### config.mk
export PLATFORM = sky130hd
export DESIGN_NAME = temm_sqrt
export DESIGN_NICKNAME = d
export VERILOG_FILES = /design/src/rtl/temm_pkg.sv /design/src/rtl/temm_sqrt.sv
export SDC_FILE = /design/constraint.sdc
export NUM_CORES = 1
export LEC_CHECK = 0
export BUFFER_PORTS_ARGS = -buffer_cell sky130_fd_sc_hd__buf_2
export CAP_MARGIN = 10
export CORE_MARGIN = 2
export CORE_UTILIZATION = 50
export CTS_BUF_LIST = sky130_fd_sc_hd__clkbuf_4
export CTS_CLUSTER_DIAMETER = 30
export DETAILED_ROUTE_END_ITERATION = 7
export MAX_ROUTING_LAYER = met4
export PLACE_DENSITY = 0.79
export SLEW_MARGIN = 20
export SYNTH_ARGS = -nofsm -noshare
export SYNTH_HDL_FRONTEND = slang
export SYNTH_SLANG_ARGS = --single-unit
### constraint.sdc
create_clock -name clk -period 4.85 [get_ports clk]
set_input_delay 0.97 -clock clk [delete_from_list [all_inputs] [get_ports clk]]
set_output_delay 0.97 -clock clk [all_outputs]
set_load 0.03 [all_outputs]
### src/rtl/temm_pkg.sv
`timescale 1ns / 1ps
package temm_pkg;

  localparam int SAMPLE_BITS      = 24;
  localparam int DEF_NUM_TASKS    = 4;
  localparam int DEF_WINDOW_DEPTH = 100;
  localparam int TASK_W           = 2;
  localparam int CNT_W            = 32;
  localparam int MEAN_W           = 32;
  localparam int STD_W            = 28;
  localparam int DL_W             = 14;
  localparam int NUM_REGS         = 4;
  localparam int PADDR_W          = 4;
  localparam int DIV_W            = 64;
  localparam int DSR_W            = 32;
  localparam int ROOT_W           = 32;

  localparam logic [SAMPLE_BITS-1:0] US_PER_MS = SAMPLE_BITS'(1000);
  localparam logic [STD_W-1:0]       STD_MAX   = '1;
  localparam logic [CNT_W-1:0]       CNT_MAX   = '1;

  typedef enum logic [2:0] {
    ST_IDLE,
    ST_UPD,
    ST_MDIV,
    ST_WALK,
    ST_VDIV,
    ST_SQRT,
    ST_DONE
  } temm_state_t;

  typedef struct packed {
    logic busy;
    logic done;
  } temm_unit_sts_t;

endpackage

### src/rtl/temm_sqrt.sv
`timescale 1ns / 1ps
module temm_sqrt (
  input  logic                        clk,
  input  logic                        rst_n,
  input  logic                        start,
  input  logic [temm_pkg::DIV_W-1:0]  radicand,
  output logic [temm_pkg::ROOT_W-1:0] root,
  output temm_pkg::temm_unit_sts_t    sts
);
  import temm_pkg::*;

  localparam int CW = $clog2(ROOT_W + 1);
  localparam int RW = ROOT_W + 2;

  logic              busy_r, done_r;
  logic [CW-1:0]     cnt_r;
  logic [DIV_W-1:0]  v_r;
  logic [RW-1:0]     rem_r;
  logic [ROOT_W-1:0] root_r;
  logic [RW+1:0]     rem_sh, trial;
  logic              ge;

  // One root bit a cycle: bring down two radicand bits, try 4r+1
  always_comb begin
    rem_sh = {rem_r, v_r[DIV_W-1 -: 2]};
    trial  = {2'b00, root_r, 2'b01};
    ge     = rem_sh >= trial;
  end

  always_ff @(posedge clk) begin
    if (!rst_n) begin
      busy_r <= 1'b0;
      done_r <= 1'b0;
      cnt_r  <= '0;
    end else begin
      done_r <= 1'b0;
      if (start) begin
        busy_r <= 1'b1;
        cnt_r  <= CW'(ROOT_W);
        v_r    <= radicand;
        rem_r  <= '0;
        root_r <= '0;
      end else if (busy_r) begin
        rem_r  <= ge ? RW'(rem_sh - trial) : RW'(rem_sh);
        root_r <= {root_r[ROOT_W-2:0], ge};
        v_r    <= {v_r[DIV_W-3:0], 2'b00};
        cnt_r  <= cnt_r - CW'(1);
        if (cnt_r == CW'(1)) begin
          busy_r <= 1'b0;
          done_r <= 1'b1;
        end
      end
    end
  end

  assign root = root_r;
  assign sts  = '{busy: busy_r, done: done_r};

endmodule

==> impl_metrics.tcl <==
set metrics [dict create \
    status "complete, no violations" \
    required_ns 5.14 \
    met1_usage_pct 24.8 \
    num_vias 5159 \
    slew_violations 0 \
    power.switching_fraction_pct 30.2 \
    syn_nets 743 \
    yosysWarnings 0 \
    power_density_nw_per_um2 352 \
    drive_above_1_share_pct 28.2 \
    synth_area_um2 7560 \
    critPathKind "register to register" \
    holdPathStages 2 \
    ant_nets 0 \
    core_um2 14600 \
    crit_path_max_incr_delay_ns 0.53 \
    fin_util_pct 58.4 \
    finalClockSkew_ns 0.0132 \
    drc 0 \
    hold-path-endpoint "cnt_r[0]$_SDFFE_PP0P_" \
    yosys-top-cells-area "edfxtp_1 52%, mux2_2 9.2%, ha_1 6.0%, nor2_1 3.8%, mux2i_1 3.7%" \
    start_util_pct 51.6 \
    ys_seq_area_share_pct 53.7 \
    insertedDiodeCount 0 \
    grt.busiest_layer "met2" \
    r2r_slack_ns 1.34 \
    critPathCaptureType "register" \
    worstHoldStart "cnt_r[0]$_SDFFE_PP0P_" \
    tritoncts "yes" \
    slowest_stage "nor2_4" \
    slew_headroom_pct 38.0 \
    grt.met2_usage_pct 32.7 \
    reg2reg_to "rem_r[13]$_SDFFCE_PP0P_" \
    fmax_mhz 285 \
    critPathMaxFanout 22 \
    netlist_instances 640 \
    io_buffer_count 100 \
    use_met3_pct 7.08 \
    worst_slew_pin_slew_ns 0.930 \
    arrival_ns 3.80 \
    die_h_um 127 \
    hp-class "register to register" \
    drtIter0Drc 302 \
    path_clk_slew_ns 0.12 \
    h-tree-depth 4 \
    reg2reg_depth 12 \
    cts-hold-fix-buffers 0 \
    cp-start-kind "register" \
    clock-sinks 138 \
    antenna_found_initial 0 \
    post_cts_resized 0 \
    fp.dieW_um 127 \
    place_hpwl_um 11000 \
    ys.flop_type "edfxtp_1" \
    async_reset_ff_share_pct 0 \
    fillers 1220 \
    grt_pass1_wl_um 25400 \
    grt_max_degree 85 \
    post-synth-top-area-cell "edfxtp_1" \
    area.growth.synth_to_final_pct 13.2 \
    seq_power_share_pct 48.6 \
    synth_top_area_share_pct 51.6 \
    wl_um 15100 \
    vdd_ir_drop_max_v 0.000399 \
    p_total_mw 3.01 \
    post_cts_buffers 0 \
    period_needed_ns 3.51 \
    first_pass_iters 4 \
    clkLatencyLatePin_ns 0.55 \
    ys_seq_elements 138 \
    cts_max_path_buffers 2 \
    die_area_um2 16100 \
    combPwrFrac_pct 24.4 \
    vias_per_cell 5.53 \
    synth-edff-count 130 \
    syn_area_per_cell_um2 11.8 \
    final_common_cell "edfxtp_1" \
    drv_cap 0 \
    grt_usage_pct 20.3 \
    fin_setup_tns_ns 0 \
    root_buffer "clkbuf_4" \
    rsz0062_at_grt "false" \
    overflow 0 \
    final_hold_viol_count 0 \
    crit_chain "inv_1 -> ha_1 -> nor2b_1 -> o31a_1 -> o211ai_1 -> nand3_1 -> a31oi_4 -> a21oi_1 -> nor2_4 -> buf_12 -> mux2i_1 -> nor2_1" \
    nets 839 \
    worstReg2RegStart "root[0]$_SDFFCE_PP0P_" \
    routedWlPerCell_um 16.2 \
    switching_power_mw 0.909 \
    p_int_mw 2.10 \
    p_leak_nw 3.44 \
    final_cell_mix "130 x edfxtp_1, 99 x buf_2, 76 x nor2_1, 62 x mux2_2, 46 x inv_1" \
    gp_congestion 0.914 \
    fin_crit_sh_pct 72.4 \
    io_pins 101 \
    cts_buffers 17 \
    grt_pass1_vias 5345 \
    rows 44 \
    clkPwrFrac_pct 27.0 \
    synth_cell_type_count 59 \
    setup_violations 0 \
]
-- synth_stat cells, types with 4 or more instances --
cell type	n
edfxtp_1	130
nor2_1	76
mux2_2	62
inv_1	46
ha_1	36
a21oi_1	32
nand2_1	32
mux2i_1	28
clkbuf_1	17
nand3_1	15
xnor2_1	15
xor2_1	14
a21o_1	11
o21ai_0	11
dfxtp_1	8
nor3_1	8
o21a_1	8
and3_1	7
o21bai_1	6
or3_1	6
nor2b_1	5
nor4_1	5
a211oi_1	4
buf_4	4
-- sequential cells by signal, summed over array words and instances (netlist names) --
name and count:
v_r 64, rem_r 34, root 32, cnt_r 6
busy_r 1, done_r 1
-- worst max path at each step --
stage / startpoint / endpoint / slack, ns / cells past startpoint
6_report: root[0]$_SDFFCE_PP0P_ / rem_r[13]$_SDFFCE_PP0P_ / 1.34 / 12
4_1_cts: root[0]$_SDFFCE_PP0P_ / rem_r[13]$_SDFFCE_PP0P_ / 1.35 / 12
3_5_place_dp: root[0]$_SDFFCE_PP0P_ / rem_r[13]$_SDFFCE_PP0P_ / 1.37 / 12
2_1_floorplan: start / rem_r[0]$_SDFFCE_PP0P_ / 1.22 / 3
5_1_grt: root[0]$_SDFFCE_PP0P_ / rem_r[19]$_SDFFCE_PP0P_ / 1.09 / 12
3_3_place_gp: root[0]$_SDFFCE_PP0P_ / rem_r[19]$_SDFFCE_PP0P_ / 1.53 / 12
-- cell families after synthesis --
kind of cell | after synthesis | synth area share, %
buffers and inverters | 74 | 4.14
AOI/OAI and AO/OA | 106 | 9.94
and+or+nand+nor | 167 | 9.93
adders and majority gates | 36 | 5.96
DFF | 138 | 53.7
xor gates and xnor gates | 29 | 3.36
muxes | 90 | 12.9
-- final cells by class --
cell class                      instances  area (um2)  share of cell area [%]
Multi-Input combinational cell        428        3200                    37.4
Clock buffer                           18         135                    1.58
Sequential cell                       138        4060                    47.5
Inverter                               46         173                    2.02
Timing Repair Buffer                  105         586                    6.84
Tap cell                              184         230                    2.69
Clock inverter                         14         171                    2.00
-- power by group through the flow --
stage	logic (mW)	registers (mW)	clock network, mW
final	0.736	1.46	0.812
after global routing	0.823	1.48	0.874
after CTS	0.735	1.47	0.827
after detailed placement	0.732	1.49	0
after global placement	0.708	1.49	0
after floorplan	0.539	1.51	0
-- layer usage --
layer | vias to the layer above | wire length (um)
li1 | 2532 | -
met5 | - | 0
met3 | 17 | 987
met1 | 2465 | 6640
met2 | 145 | 7290
met4 | 0 | 172
-- per-stage QoR --
stage	cell area, um2	worst slack (ns)	hold WS, ns	cells
finish	8560	1.34	0.500	933
global route	8560	1.09	0.541	933
CTS	8530	1.35	0.496	932
detailed placement	8220	1.37	0.478	900
global placement	8220	1.53	0.463	900
floorplan	7560	1.22	0.454	640
-- worst max-delay path: cells and delay by family, from the launching register on --
family,cells,cell delay [ns]
adders and majority gates,1,0.29
buffers and inverters,2,0.39
DFF,1,0.40
AOI/OAI and AO/OA,4,0.94
muxes,1,0.23
and+or+nand+nor,4,0.99
(Power assumes the default switching activity.)
