[src/rtl/temm_pkg.sv]
`timescale 1ns / 1ps
package temm_pkg;

  localparam int SAMPLE_BITS      = 24;
  localparam int DEF_NUM_TASKS    = 4;
  localparam int DEF_WINDOW_DEPTH = 100;
  localparam int TASK_W           = 2;
  localparam int CNT_W            = 32;
  localparam int MEAN_W           = 32;
  localparam int STD_W            = 28;
  localparam int DL_W             = 14;
  localparam int NUM_REGS         = 4;
  localparam int PADDR_W          = 4;
  localparam int DIV_W            = 64;
  localparam int DSR_W            = 32;
  localparam int ROOT_W           = 32;

  localparam logic [SAMPLE_BITS-1:0] US_PER_MS = SAMPLE_BITS'(1000);
  localparam logic [STD_W-1:0]       STD_MAX   = '1;
  localparam logic [CNT_W-1:0]       CNT_MAX   = '1;

  typedef enum logic [2:0] {
    ST_IDLE,
    ST_UPD,
    ST_MDIV,
    ST_WALK,
    ST_VDIV,
    ST_SQRT,
    ST_DONE
  } temm_state_t;

  typedef struct packed {
    logic busy;
    logic done;
  } temm_unit_sts_t;

endpackage

[src/rtl/temm_div.sv]
`timescale 1ns / 1ps
module temm_div (
  input  logic                        clk,
  input  logic                        rst_n,
  input  logic                        start,
  input  logic [temm_pkg::DIV_W-1:0]  dividend,
  input  logic [temm_pkg::DSR_W-1:0]  divisor,
  output logic [temm_pkg::DIV_W-1:0]  quotient,
  output temm_pkg::temm_unit_sts_t    sts
);
  import temm_pkg::*;

  localparam int CW = $clog2(DIV_W + 1);

  logic              busy_r, done_r;
  logic [CW-1:0]     cnt_r;
  logic [DSR_W-1:0]  rem_r, dsr_r;
  logic [DIV_W-1:0]  quo_r;
  logic [DSR_W:0]    rem_sh;
  logic              ge;

  // One quotient bit a cycle, restoring form
  always_comb begin
    rem_sh = {rem_r, quo_r[DIV_W-1]};
    ge     = rem_sh >= {1'b0, dsr_r};
  end

  always_ff @(posedge clk) begin
    if (!rst_n) begin
      busy_r <= 1'b0;
      done_r <= 1'b0;
      cnt_r  <= '0;
    end else begin
      done_r <= 1'b0;
      if (start) begin
        busy_r <= 1'b1;
        cnt_r  <= CW'(DIV_W);
        rem_r  <= '0;
        quo_r  <= dividend;
        dsr_r  <= divisor;
      end else if (busy_r) begin
        rem_r <= ge ? DSR_W'(rem_sh - {1'b0, dsr_r}) : DSR_W'(rem_sh);
        quo_r <= {quo_r[DIV_W-2:0], ge};
        cnt_r <= cnt_r - CW'(1);
        if (cnt_r == CW'(1)) begin
          busy_r <= 1'b0;
          done_r <= 1'b1;
        end
      end
    end
  end

  assign quotient = quo_r;
  assign sts      = '{busy: busy_r, done: done_r};

endmodule

[config.mk]
export PLATFORM = sky130hd
export DESIGN_NAME = temm_div
export DESIGN_NICKNAME = d
export VERILOG_FILES = /design/src/rtl/temm_pkg.sv /design/src/rtl/temm_div.sv
export SDC_FILE = /design/constraint.sdc
export NUM_CORES = 1
export LEC_CHECK = 0
export ABC_AREA = 1
export BUFFER_PORTS_ARGS = -buffer_cell sky130_fd_sc_hd__buf_4
export CORE_ASPECT_RATIO = 0.7
export CORE_UTILIZATION = 42
export DETAILED_ROUTE_END_ITERATION = 12
export GPL_TIMING_DRIVEN = 1
export PLACE_DENSITY = 0.62
export SLEW_MARGIN = 20
export SYNTH_ARGS = -nofsm -noshare
export SYNTH_HDL_FRONTEND = slang
export SYNTH_SLANG_ARGS = --single-unit
[constraint.sdc]
create_clock -name clk -period 3.9 [get_ports clk]
set_input_delay 0.585 -clock clk [delete_from_list [all_inputs] [get_ports clk]]
set_output_delay 0.585 -clock clk [all_outputs]
set_load 0.03 [all_outputs]
==> results of run 1 <==
[placed cells by master (no fill, tap or decap), drive strengths merged, types with 3 or more instances in the layout]
| master | netlist | routed |
|---|---|---|
| a21oi | 25 | 25 |
| and2 | 9 | 9 |
| buf | 14 | 170 |
| clkbuf | 14 | 18 |
| clkinv | 0 | 3 |
| clkinvlp | 0 | 4 |
| dfxtp | 9 | 9 |
| edfxtp | 128 | 128 |
| ha | 34 | 34 |
| inv | 182 | 189 |
| nand2 | 498 | 498 |
| nand3 | 33 | 33 |
| nand3b | 23 | 23 |
| nand4 | 5 | 5 |
| nor2 | 121 | 121 |
| nor3 | 5 | 5 |
| o21ai | 4 | 4 |
| xor2 | 15 | 15 |
[flip-flops by register name, indices dropped and copies added, names as in the netlist]
signal	count
rem_r	32
done_r	1
quotient	64
cnt_r	7
busy_r	1
dsr_r	32
[critical path, delay by kind of cell, from the launching register on]
family,cells,cell delay [ps]
DFF,1,400
and+or+nand+nor,9,1230
adders and majority gates,1,380
buffers and inverters,4,540
[worst paths after layout]
check / startpoint / endpoint / cells after the start
setup / recovery: rem_r[15]$_SDFFCE_PP0P_ / rem_r[27]$_SDFFCE_PP0P_ / 14
hold / removal: divisor[1] / dsr_r[1]$_DFFE_PP_ / 1
setup reg to reg: rem_r[15]$_SDFFCE_PP0P_ / rem_r[27]$_SDFFCE_PP0P_ / 14
hold reg to reg: cnt_r[6]$_SDFFE_PN0N_ / cnt_r[6]$_SDFFE_PN0N_ / 2
[cell families (layout without fill, tap and decap cells)]
family	after synthesis	after routing	synth area share (%)
fa+ha+maj	35	35	5.24
flops	137	137	47.4
buf+inv	210	384	10.0
xor+xnor	16	16	1.65
simple gates	696	696	33.7
compound gates	32	32	2.03
[layout make-up]
cell class / count / area [um^2]
fillers: 1968 / 9260
multi-input cells: 779 / 3630
repair buffers: 170 / 1290
inverters: 182 / 691
clock buffers: 18 / 439
well taps: 270 / 338
flip-flops and latches: 137 / 4020
clock inverters: 14 / 130
[stage by stage]
| step | util (%) | area, um^2 | total power, mW | hold slack [ps] | std cells |
|---|---|---|---|---|---|
| 2_1_floorplan | - | 8500 | 2.94 | 435 | 1126 |
| 3_3_place_gp | 50.3 | 9970 | 3.38 | 451 | 1538 |
| 3_5_place_dp | 50.3 | 9970 | 3.38 | 466 | 1538 |
| 4_1_cts | 53.2 | 10500 | 4.96 | 310 | 1570 |
| 5_1_grt | 53.2 | 10500 | 5.23 | 310 | 1570 |
| 6_report | 53.2 | 10500 | 4.94 | 331 | 1570 |
[layer usage]
layer / wire (um) / vias to the layer above
met5: 0 / -
met4: 227 / 0
met3: 1100 / 18
met2: 9010 / 163
met1: 12300 / 3304
li1: - / 3793
[where the power goes]
part	switching (mW)	internal (mW)	leakage, nW	total (mW)
registers	0.0727	1.80	1.31	1.87
clock network	0.709	0.855	0.267	1.56
logic	0.982	0.521	3.87	1.50
==> flow_summary.yaml, run 1 <==
timing:
  setup_violations: 0
  rsz0062_at_grt: "no"
  setup_ws_ps: 1190
  hold_viol: 0
  maxSlewViolCount: 0
  slew_headroom_pct: 47.7
  finalCritPeriodShare_pct: 69.6
  fin_tns_setup_ps: 0
  min_period_ps: 2710
  max_freq_mhz: 368
  finClkSkew_ps: 14.1
  worst_pin_slew_ps: 784
worst_setup_path:
  cpPeakStageDelay_ps: 400
  critPathRequiredTime_ps: 4180
  crit_top_cell: "nand2_1"
  cp-start-kind: "register"
  crit_chain: "ha_1, nand2_1, inv_1, nand2_1, nand2_1, inv_1, nand2_1, inv_1, nand2_4, nand2_4, nand2_8, inv_6, nor2_1, nor2_1"
  crit_fanout: 25
  cp_slowest_cell: "edfxtp_1"
  crit_arrival_ps: 2990
  rrSetupSlack_ps: 1190
  crit_path_end_kind: "register"
  worstSetupPathType: "register to register"
routing:
  drtIter0Drc: 599
  drc_errors: 0
  vias: 7278
  totalWireLength_mm: 22.7
  ant_nets: 0
  wl_per_cell_um: 14.5
  dr.pass1.iters: 5
  viasPerCell: 4.64
global_routing:
  grtUsageMet2_pct: 30.3
  grt_max_degree: 67
  grt_busiest_layer: "met1"
  overflow: 0
  met1_usage_pct: 36.1
  grtUsageMet3_pct: 3.91
  grt_pass1_wl_mm: 35.4
  grt_pass1_vias: 6600
  antenna_found_initial: 0
  track_usage_pct: 22.5
placement:
  gp_congestion: 0.953
  pre_cts_slack_ps: 1230
  io_buffers: 164
  dp_hpwl_mm: 17.0
flow_run:
  drv_cap: 0
yosys:
  syn_nets: 1260
  synthArstFlopShare_pct: 0
  synth.most_common_cell: "nand2_1"
  ys_warn_count: 0
  syn_area_per_cell_um2: 7.54
  ys_ff_latch: 137
  synth_top_cell_by_area: "edfxtp_1"
  synth_ff_type: "edfxtp_1"
  yosys-top-cells-area: "edfxtp_1 (45%), nand2_1 (22%), inv_1 (7.9%)"
  synth-edff-count: 128
  synth_top_cells_by_count: "nand2_1 (494), inv_1 (179), edfxtp_1 (128), nor2_1 (111), ha_1 (34)"
  synth_cell_types: 36
  seq_area_frac_synth_pct: 47.4
  syn_inst: 1126
  synth_top_area_share_pct: 45.2
  syn-cell-area_um2: 8500
clock_network:
  numCtsBuffers: 17
  cts_tree: "done"
  cts_buffer_depth: 2
  post_cts_buffers: 0
  cts_hold_buf: 0
  cts_root_buf: "clkbuf_16"
  ctsResizeCount: 0
  clock_sinks: 137
  clk_pin_slew_worst_paths_ps: 70
  htreeDepth: 4
  clk_latency_ps: 420
floorplanning:
  dieHeight_um: 121
  ios: 165
  die_area_um2: 20800
  coreArea_um2: 19800
  num_rows: 43
  die_w_um: 172
  initial_utilization_pct: 42.9
min_path:
  hold_path.class: "primary input to register"
power_and_ir_drop:
  leakage_nw: 5.45
  power_density_nw_per_um2: 469
  ir_worst_vdd_mv: 0.275
final_layout:
  diodes: 0
  area_growth_pct: 24.0
  fin_nets: 1421
  drive_gt1_share_pct: 17.4
outcome:
  status: "complete, no violations"
No activity file was read; power rests on OpenSTA's default activity.
==> run 2, diff against run 1 <==
PLACE_DENSITY = 0.65   (was 0.62)
clock period = 2.3 ns   (was 3.9 ns; I/O delays follow)
==> run 2 against run 1 <==
Combinational power is 100% higher. Clock power is 96% higher. Non-clock buffer count is 54 higher. Global-route usage is 0.84 points higher. Power is 89% higher. Sequential power is 72% higher. Largest power group unchanged. Via count is 4.0% higher. Clock skew is 2.4 ps lower. Critical path type unchanged. Fmax is 21% higher. Sequential cell count stayed put.
==> flow_summary.yaml, run 2 (synthesis results as in run 1) <==
worst_setup_path:
  rr_startpoint: "rem_r[24]$_SDFFCE_PP0P_"
  crit_arrival_ps: 2430
  rrSetupSlack_ps: 50
  crit_path_end_kind: "register"
  critPathLaunch: "rem_r[24]$_SDFFCE_PP0P_"
  cp-start-kind: "register"
  crit_fanout: 25
  worstSetupPathType: "register to register"
  critPathRequiredTime_ps: 2480
timing:
  setup_violations: 0
  maxSlewViolCount: 0
  max_freq_mhz: 445
  worst_pin_slew_ps: 670
  finClkSkew_ps: 11.7
  rsz0062_at_grt: "yes"
  hold_viol: 0
  slew_headroom_pct: 55.4
  finalCritPeriodShare_pct: 97.7
  fin_tns_setup_ps: 0
  min_period_ps: 2250
floorplanning:
  ios: 165
  initial_utilization_pct: 42.9
  die_w_um: 172
  die_area_um2: 20800
  coreArea_um2: 19800
  num_rows: 43
  dieHeight_um: 121
final_layout:
  regArea_um2: 4020
  area_growth_pct: 36.5
  final_cell_mix: "nand2_1 (479), buf_4 (215), inv_1 (177)"
  largest_register_ffs: 64
  multi_input_area_um2: 4110
  fillCellCount: 1905
  fin_nets: 1475
  final_common_cell: "nand2_1"
  drive_gt1_share_pct: 26.3
  diodes: 0
power_and_ir_drop:
  comb_power_share_pct: 32.8
  leakage_nw: 5.80
  pwr-share-clk_pct: 32.8
  power_frac_seq_pct: 34.4
  p_sw_share_pct: 32.6
  p_total_mw: 9.33
  ir_worst_vdd_mv: 0.495
  intPower_mw: 6.29
  power_density_nw_per_um2: 805
  power.net_switching_mw: 3.04
global_routing:
  grt_pass1_wl_mm: 36.4
  track_usage_pct: 23.3
  grt_pass1_vias: 6799
  antenna_found_initial: 0
  grt_max_degree: 63
  overflow: 0
placement:
  gp_congestion: 0.947
  dp_hpwl_mm: 18.0
  io_buffers: 164
routing:
  drc_errors: 0
  drtIter0Drc: 614
  dr.pass1.iters: 5
  viasPerCell: 4.66
  wl_per_cell_um: 14.8
  totalWireLength_mm: 24.1
  vias: 7570
  ant_nets: 0
outcome:
  status: "complete, no violations"
min_path:
  hold_path.class: "primary input to register"
  hold_start: "divisor[5]"
clock_network:
  cts_buffer_depth: 2
  cts_hold_buf: 0
  cts_root_buf: "clkbuf_16"
  cts_tree: "done"
  clk_pin_slew_worst_paths_ps: 60
  clock_sinks: 137
  htreeDepth: 4
  numCtsBuffers: 17
  clk_latency_ps: 430
flow_run:
  drv_cap: 0
-- run 2: cell count changes in the layout (fill, tap and decap cells not counted), moves of 5 or more --
cell and delta:
nand3_1 -7, nand3_2 +7, a21oi_1 -5, nor2_2 +20, nor2_1 -22, buf_4 +46
ha_4 +25, ha_1 -26, a21oi_2 +5, bufinv_16 +5, nand2_2 +14, nand2_1 -14
-- run 2: power groups by stage --
stage	Sequential, mW	Combinational, mW	Clock, mW
after CTS	3.18	2.74	3.13
after floorplan	3.40	1.58	0
after global routing	3.24	3.38	3.23
after global placement	3.22	2.69	0
final	3.21	3.06	3.06
after detailed placement	3.23	2.71	0
-- run 2: final cells by class --
type / instances / share of cell area [%]
Inverter: 182 / 5.98
Multi-Input combinational cell: 779 / 35.4
Sequential cell: 137 / 34.7
Timing Repair Buffer: 224 / 15.3
Clock inverter: 11 / 1.66
Clock buffer: 21 / 3.97
Tap cell: 270 / 2.91
-- run 2: path summary, 6_finish.rpt --
check / to / cells past startpoint
hold / removal: dsr_r[5]$_DFFE_PP_ / 1
setup reg to reg: rem_r[25]$_SDFFCE_PP0P_ / 10
hold reg to reg: cnt_r[6]$_SDFFE_PN0N_ / 2
setup / recovery: rem_r[25]$_SDFFCE_PP0P_ / 10
-- run 2: critical path: stages (launching register included) --
cell and delay (ps):
edfxtp_1 460, ha_4 330, nand2_1 110, nor2_2 160
nand2_2 100, nor3_2 260, nand2_4 130, nand2_8 150
inv_8 100, nor2_1 140, nor2_1 60
-- run 2: through the flow --
stage / area (um^2) / worst slack (ps) / util, % / hold WS (ps) / std cells
finish: 11600 / 52.6 / 58.6 / 87.7 / 1624
floorplan: 8500 / 43.5 / - / 435 / 1126
detailed placement: 10300 / -158 / 52.2 / 474 / 1581
CTS: 11000 / 3.61 / 55.7 / 63.7 / 1613
global placement: 10300 / -148 / 52.2 / 460 / 1581
global route: 11600 / -47.9 / 58.6 / 61.3 / 1624
-- run 2: what timing repair did --
item                       4_1_cts  5_1_grt
setup endpoints to repair       24       33
setup buffers                    0       10
hold endpoints to repair         0        0
pin swaps                        0       19
cloned                           0        1
gates resized for setup          7       84
-- run 2: routing by layer --
layer / up-vias / track usage (%) / routed length (um)
met5: - / 0 / 0
met2: 189 / 30.8 / 9740
li1: 3892 / - / -
met3: 20 / 5.58 / 1380
met4: 0 / 5.75 / 247
met1: 3469 / 36.9 / 12700
